`src/scc_pkg.sv`:
```
`timescale 1ns / 1ps
// shared types and constants for the sensor calibration compensation core
package scc_pkg;

  localparam int NUM_W     = 64;
  localparam int DEN_W     = 31;
  localparam int DIV_STEPS = NUM_W;

  // configuration register indexes
  typedef enum logic [2:0] {
    REG_TEMP      = 3'd0,
    REG_PRESS_LO  = 3'd1,
    REG_PRESS_HI  = 3'd2,
    REG_PRESS_HUM = 3'd3,
    REG_HUM       = 3'd4
  } reg_idx_t;

  // compensation constants
  localparam logic signed [32:0] T_PRESS_OFFSET = 33'sd128000;
  localparam logic [20:0]        P_BASE         = 21'd1048576;
  localparam logic [63:0]        P_SCALE        = 64'd3125;
  localparam logic [63:0]        P_DIV_BIAS     = 64'h0000_8000_0000_0000;
  localparam logic signed [31:0] T_ROUND        = 32'sd128;
  localparam logic signed [31:0] H_OFFSET       = 32'sd76800;
  localparam logic signed [31:0] H_X_ROUND      = 32'sd16384;
  localparam logic signed [31:0] H_Y_BIAS       = 32'sd32768;
  localparam logic signed [31:0] H_Y_OFFSET     = 32'sd2097152;
  localparam logic signed [31:0] H_Y_ROUND      = 32'sd8192;
  localparam logic signed [31:0] H_MAX          = 32'sd419430400;

  // unpacked calibration coefficients
  typedef struct packed {
    logic [15:0]        t1;
    logic signed [15:0] t2;
    logic signed [15:0] t3;
    logic [15:0]        p1;
    logic signed [15:0] p2;
    logic signed [15:0] p3;
    logic signed [15:0] p4;
    logic signed [15:0] p5;
    logic signed [15:0] p6;
    logic signed [15:0] p7;
    logic signed [15:0] p8;
    logic signed [15:0] p9;
    logic [7:0]         h1;
    logic signed [15:0] h2;
    logic [7:0]         h3;
    logic signed [11:0] h4;
    logic signed [11:0] h5;
    logic signed [7:0]  h6;
  } coeff_t;

  // results that ride along the divider
  typedef struct packed {
    logic [16:0] hum;
    logic [23:0] temp;
  } side_t;

endpackage

```
`src/scc_temp.sv`:
```
`timescale 1ns / 1ps
// three-stage fine temperature pipeline
module scc_temp (
  input  logic                 clk,
  input  logic                 rst,
  input  logic                 ce,
  input  logic                 in_vld,
  input  logic [19:0]          raw_temperature,
  input  logic [19:0]          raw_pressure,
  input  logic [15:0]          raw_humidity,
  input  scc_pkg::coeff_t      coeff,
  output logic                 out_vld,
  output logic signed [31:0]   tf,
  output logic [19:0]          adc_p,
  output logic [15:0]          adc_h
);

  logic signed [17:0] tx;
  logic signed [33:0] tp;
  logic signed [16:0] d;
  logic signed [33:0] dd;
  logic signed [31:0] v1;
  logic signed [31:0] ddsh;
  logic signed [31:0] v2p;

  logic               s1_vld, s2_vld;
  logic [31:0]        s1_v1p, s1_dd;
  logic [19:0]        s1_adc_p, s2_adc_p;
  logic [15:0]        s1_adc_h, s2_adc_h;
  logic signed [31:0] s2_v1, s2_v2p;

  always_comb begin
    tx   = $signed({1'b0, raw_temperature[19:3]}) - $signed({1'b0, coeff.t1, 1'b0});
    tp   = tx * coeff.t2;
    d    = $signed({1'b0, raw_temperature[19:4]}) - $signed({1'b0, coeff.t1});
    dd   = d * d;
    v1   = $signed(s1_v1p) >>> 11;
    ddsh = $signed(s1_dd) >>> 12;
    v2p  = ddsh * coeff.t3;
  end

  always_ff @(posedge clk) begin
    if (rst) begin
      s1_vld  <= 1'b0;
      s2_vld  <= 1'b0;
      out_vld <= 1'b0;
    end else if (ce) begin
      s1_vld  <= in_vld;
      s2_vld  <= s1_vld;
      out_vld <= s2_vld;
    end
  end

  always_ff @(posedge clk) begin
    if (ce) begin
      s1_v1p   <= tp[31:0];
      s1_dd    <= dd[31:0];
      s1_adc_p <= raw_pressure;
      s1_adc_h <= raw_humidity;
      s2_v1    <= v1;
      s2_v2p   <= v2p;
      s2_adc_p <= s1_adc_p;
      s2_adc_h <= s1_adc_h;
      tf       <= s2_v1 + (s2_v2p >>> 14);
      adc_p    <= s2_adc_p;
      adc_h    <= s2_adc_h;
    end
  end

endmodule

```
`config.mk`:
```
export PLATFORM = sky130hd
export DESIGN_NAME = scc_temp
export DESIGN_NICKNAME = d
export VERILOG_FILES = /design/src/scc_pkg.sv /design/src/scc_temp.sv
export SDC_FILE = /design/constraint.sdc
export NUM_CORES = 2
export LEC_CHECK = 0
export BUFFER_PORTS_ARGS = -buffer_cell sky130_fd_sc_hd__buf_4
export CORE_MARGIN = 3
export CORE_UTILIZATION = 45
export CTS_BUF_LIST = sky130_fd_sc_hd__clkbuf_4
export DETAILED_ROUTE_END_ITERATION = 10
export GPL_TIMING_DRIVEN = 0
export SYNTH_ARGS = -nofsm -noshare
export SYNTH_HDL_FRONTEND = slang
export SYNTH_SLANG_ARGS = --single-unit
```
`constraint.sdc`:
```
create_clock -name clk -period 14 [get_ports clk]
set_input_delay 0 -clock clk [delete_from_list [all_inputs] [get_ports clk]]
set_output_delay 0 -clock clk [all_outputs]
set_load 0.005 [all_outputs]
```
* Word-level counts from Yosys, hierarchy flattened
Cells that the tools add are included.
** Storage, ports and cells
- Register bits :: 260
- Output and inout port bits :: 69
- Word-level logic and storage cells :: 20
** Cells by class
- Add/subtract/negate cells :: 3
- Multipliers :: 3
** Operators with widths (number)
- 17-bit by 17-bit multiplier with 32-bit output :: 1
- 18-bit by 16-bit multiplier with 32-bit output :: 1
- 20-bit by 16-bit multiplier with 32-bit output :: 1
- 21-bit by 18-bit adder with 22-bit output :: 1
- 17-bit by 17-bit subtractor with 18-bit output :: 1
- 16-bit by 16-bit subtractor with 17-bit output :: 1

* Depth between registers and ports, before layout
- Word-level depth :: 2
- Depth in mapped cells :: 36
- Gate-level depth less buffers :: 35

* Worst setup path before layout
No wires, ideal clock.
- Path type :: input-to-reg
- From :: in coeff[242] in the netlist's numbering
- To :: reg s1_dd[31] (data pin)
- Setup time :: 268 ps
- Arrival :: 7375 ps
- Data required time :: 13732 ps
- Slack :: 6357 ps
- Stages :: 32
- Path buffers :: 1
- Path through :: inv_1 -> ha_1 -> nor2b_1 -> o21a_1 -> o21ai_1 -> a21oi_1 -> o41a_1 -> a21o_1 -> a21o_1 -> xnor2_4 -> inv_2 -> clkbuf_1 -> nand2_1 -> fa_1 -> fa_1 -> fa_1 -> inv_1 -> fa_1 -> fa_1 -> inv_1 -> fa_1 -> inv_1 -> ha_1 -> a21o_1 -> a21oi_1 -> o21ai_0 -> a32oi_1 -> o21ai_2 -> or2_4 -> a41o_1 -> a21oi_2 -> xnor3_1
** On the way
- Longest elaborated chain between the ends :: 2
** Ends and longest elaborated chain
- start, declared :: RTL line scc_temp.sv:11 : input scc_pkg::coeff_t coeff,
- 16-bit by 16-bit subtractor with 17-bit output :: RTL line scc_temp.sv:35 : d = $signed({1'b0, raw_temperature[19:4]}) - $signed({1'b0, coeff.t1});
- 17-bit by 17-bit multiplier with 32-bit output :: RTL line scc_temp.sv:36 : dd = d * d;
- via dd[31] :: RTL line scc_temp.sv:21 : logic signed [33:0] dd;
- end signal, assigned :: RTL line scc_temp.sv:57 : s1_dd <= dd[31:0];
- end, declared :: RTL line scc_temp.sv:27 : logic [31:0] s1_v1p, s1_dd;
The timed path passes the listed nets, and every way through them passes these cells.
A chain may end at the register's enable or synchronous reset.

* Worst setup path after layout
- From :: in raw_temperature[4]
- To :: reg s1_v1p[31] (data pin)
** On the way
- Longest elaborated chain between the ends :: 2
** Ends and longest elaborated chain
- start, declared :: RTL line scc_temp.sv:8 : input logic [19:0] raw_temperature,
- 17-bit by 17-bit subtractor with 18-bit output :: RTL line scc_temp.sv:33 : tx = $signed({1'b0, raw_temperature[19:3]}) - $signed({1'b0, coeff.t1, 1'b0});
- 18-bit by 16-bit multiplier with 32-bit output :: RTL line scc_temp.sv:34 : tp = tx * coeff.t2;
- via tp[31] :: RTL line scc_temp.sv:19 : logic signed [33:0] tp;
- end signal, assigned :: RTL line scc_temp.sv:56 : s1_v1p <= tp[31:0];
- end, declared :: RTL line scc_temp.sv:27
The timed path passes the listed nets, and every way through them passes these cells.

==> results.toml <==
[logic_synthesis]
ys_types = 71
synth_top_flop_cell = "edfxtp_1"
yosysTopAreaCellShare_pct = 43.61
synth_largest_area_cell = "fa_1"
synthTopCellsByArea = "fa_1 (44%), edfxtp_1 (17%), inv_1 (10%)"
synth-edff-count = 210
synth-seq-cells = 213
synth_cells = 3708
seq_area_frac_synth_pct = 16.99
syn-cell-area_sq_um = 37460
postSynthNetCount = 5117
yosys-top-cells-count = "inv_1 (997), fa_1 (816), nand2_1 (458), ha_1 (277), edfxtp_1 (210)"
yosysMostFrequentCell = "inv_1"
avgSynthCellArea_sq_um = 10.10
yosys_warnings = 0
async_reset_ff_share_pct = 0

[cts]
numCtsBuffers = 55
tritoncts = "yes"
cts_max_level = 2
root_buffer = "clkbuf_4"
cts_hold_buf = 82
cts_sinks = 213
insertion_delay_ns = 0.78
cts_resized = 0
post_cts_buffers = 0
clock_path_buffers = 3
cts.clk_slew.worst_paths_ns = 0.07

[sta]
clock_skew_ns = 0.04871
finalSetupViolCount = 0
max_freq_ghz = 0.1087
slew_headroom_pct = 13.26
fin_tns_setup_ns = 0
finalCriticalPeriod_ns = 9.196
drv_slew = 0
fin_ws_ns = 4.804
period_share_pct = 65.68
worstMarginPinSlew_ns = 1.297
rsz0062_at_grt = "no"
hold_viol_final = 0

[worst_setup_path]
worstRegToRegCells = 23
critPathSlowestCell = "clkinv_1"
arrival_ns = 9.70
startpoint_type = "primary input"
critPathCaptureType = "flop"
crit_path_max_fanout = 10
worstPathRequired_ns = 14.50
rrSetupSlack_ns = 6.76
r2r-start = "s1_dd[25]"
cpPeakStageDelay_ns = 0.94
r2r_end = "s2_v2p[31]"
path_class = "in2reg"
crit_path_frequent_cell = "fa_1"

[detailed_routing]
drc = 0
vias_per_cell = 4.944
drt_iter0_markers = 1596
totalWireLength_um = 92130
ant_nets = 0
dr.pass1.iters = 6
num_vias = 25290
wl_per_cell_um = 18.01

[global_route]
antenna_found_initial = 2
track_usage_pct = 22.37
grt_pass1_wl_um = 147700
grt-ovfl-total = 0
grt_pass1_vias = 27100
grt_max_degree = 127

[layout]
drive_gt1_share_pct = 6.903
finalNetCount = 5416
layout.cells.non_filler = 5115
register_area_sq_um = 6366
area_growth_pct = 10.82
fillCellCount = 7688
multi_input_area_sq_um = 26790

[min_path]
hold_path_depth = 4
hp-class = "in2reg"
holdCritStartpoint = "ce"
holdPathEnd = "out_vld"

[floorplan]
io_pins = 385
initial_utilization_pct = 45.55
die_w_um = 294.5
fp-row-count = 105
die_h_um = 294.5
dieArea_sq_um = 86750
core_sq_um = 82240

[placement]
hpwl_um = 76130
place_ws_ns = 4.161
place_inst = 4938
place.gp.congestion = 0.9286
portBuffers = 158

[flow_run]
maxCapViolCount = 0

[outcome]
run_status = "complete, no violations"
[layer usage]
metal  vias to the layer above  routed length [um]  track usage (%)  share of wire, %
li1                      11540                   -                -                 -
met1                     12820               39060            30.11                42
met2                       783               42310            35.72                46
met3                       146                6700            4.461               7.3
met4                         0                4058            9.068               4.4
met5                         -                   0                0                 0
[critical path: cells and delay by family]
| kind | cells | cell delay (ns) |
|---|---|---|
| buffers and inverters | 7 | 1.74 |
| adders and majority gates | 9 | 3.87 |
| AOI/OAI and AO/OA | 9 | 2.31 |
| and+or+nand+nor | 4 | 0.58 |
| xor gates and xnor gates | 3 | 1.18 |
[sequential cells by signal (all words and copies together), names as in the netlist]
signal and count:
adc_p 20, out_vld 1, s1_dd 20, s1_adc_p 20
s2_adc_h 16, s1_v1p 21, s2_adc_p 20, s2_v1 21
adc_h 16, s1_vld 1, s2_vld 1, s1_adc_h 16
s2_v2p 18, tf 22
[worst max-delay path by stage]
stage | from | endpoint | cells past startpoint
after floorplan | coeff[242] | s1_dd[31] | 32
after global placement | raw_temperature[4] | s1_v1p[31] | 32
after detailed placement | raw_temperature[4] | s1_v1p[31] | 32
after CTS | raw_temperature[4] | s1_v1p[31] | 32
after global routing | raw_temperature[4] | s1_v1p[22] | 34
final | raw_temperature[4] | s1_v1p[31] | 32
[per-stage QoR]
stage | util (%) | hold WS, ns | cell area (sq um)
floorplan | - | 0.07238 | 37460
global placement | 48.62 | 0.1783 | 39990
detailed placement | 48.70 | 0.1793 | 40050
CTS | 50.47 | 0.03110 | 41510
global route | 50.47 | 0.06859 | 41510
finish | 50.48 | 0.1108 | 41510
[kinds of logic (layout without fill, tap and decap cells)]
kind of cell	after synthesis	in the layout	share of synthesized area, %
adders and majority gates	1093	1093	52.86
xor gates and xnor gates	141	141	3.423
muxes	3	3	0.08016
DFF	213	213	16.99
buffers and inverters	1133	1467	11.49
AOI/OAI and AO/OA	217	217	3.831
and+or+nand+nor	908	908	11.33
other	0	3	0
[area by class of cell]
type / instances / area share (%)
Buffer: 129 / 1.290
Antenna cell: 3 / 0.01808
Clock buffer: 74 / 1.338
Clock inverter: 18 / 0.1959
Inverter: 1004 / 9.078
Multi-Input combinational cell: 2362 / 64.54
Timing Repair Buffer: 242 / 4.985
Tap cell: 1070 / 3.225
Sequential cell: 213 / 15.33
[cell usage in the layout (no fill, tap or decap), types with 5 or more instances in the layout]
cell and instances:
clkinv_1 16, nor3_1 17, a21o_1 33, a211oi_1 6
nand4_1 10, nand2_1 458, inv_2 5, clkbuf_4 74
fa_1 816, o21ai_0 35, or2_2 5, clkbuf_1 110
buf_4 167, and2_1 208, o211ai_1 5, a21oi_1 66
o21bai_1 8, xnor2_1 101, nor2_1 111, and3_1 5
or3_1 5, nor2b_1 30, o21a_1 21, a31oi_1 5
edfxtp_1 210, xor2_1 36, ha_1 277, inv_1 997
nand3_1 11, dlygate4sd3_1 82, buf_2 5, nand2b_1 37
Power is left out: the tool's default activity adds up to more than one toggle a clock period on the data nets, which glitch-free logic cannot reach.
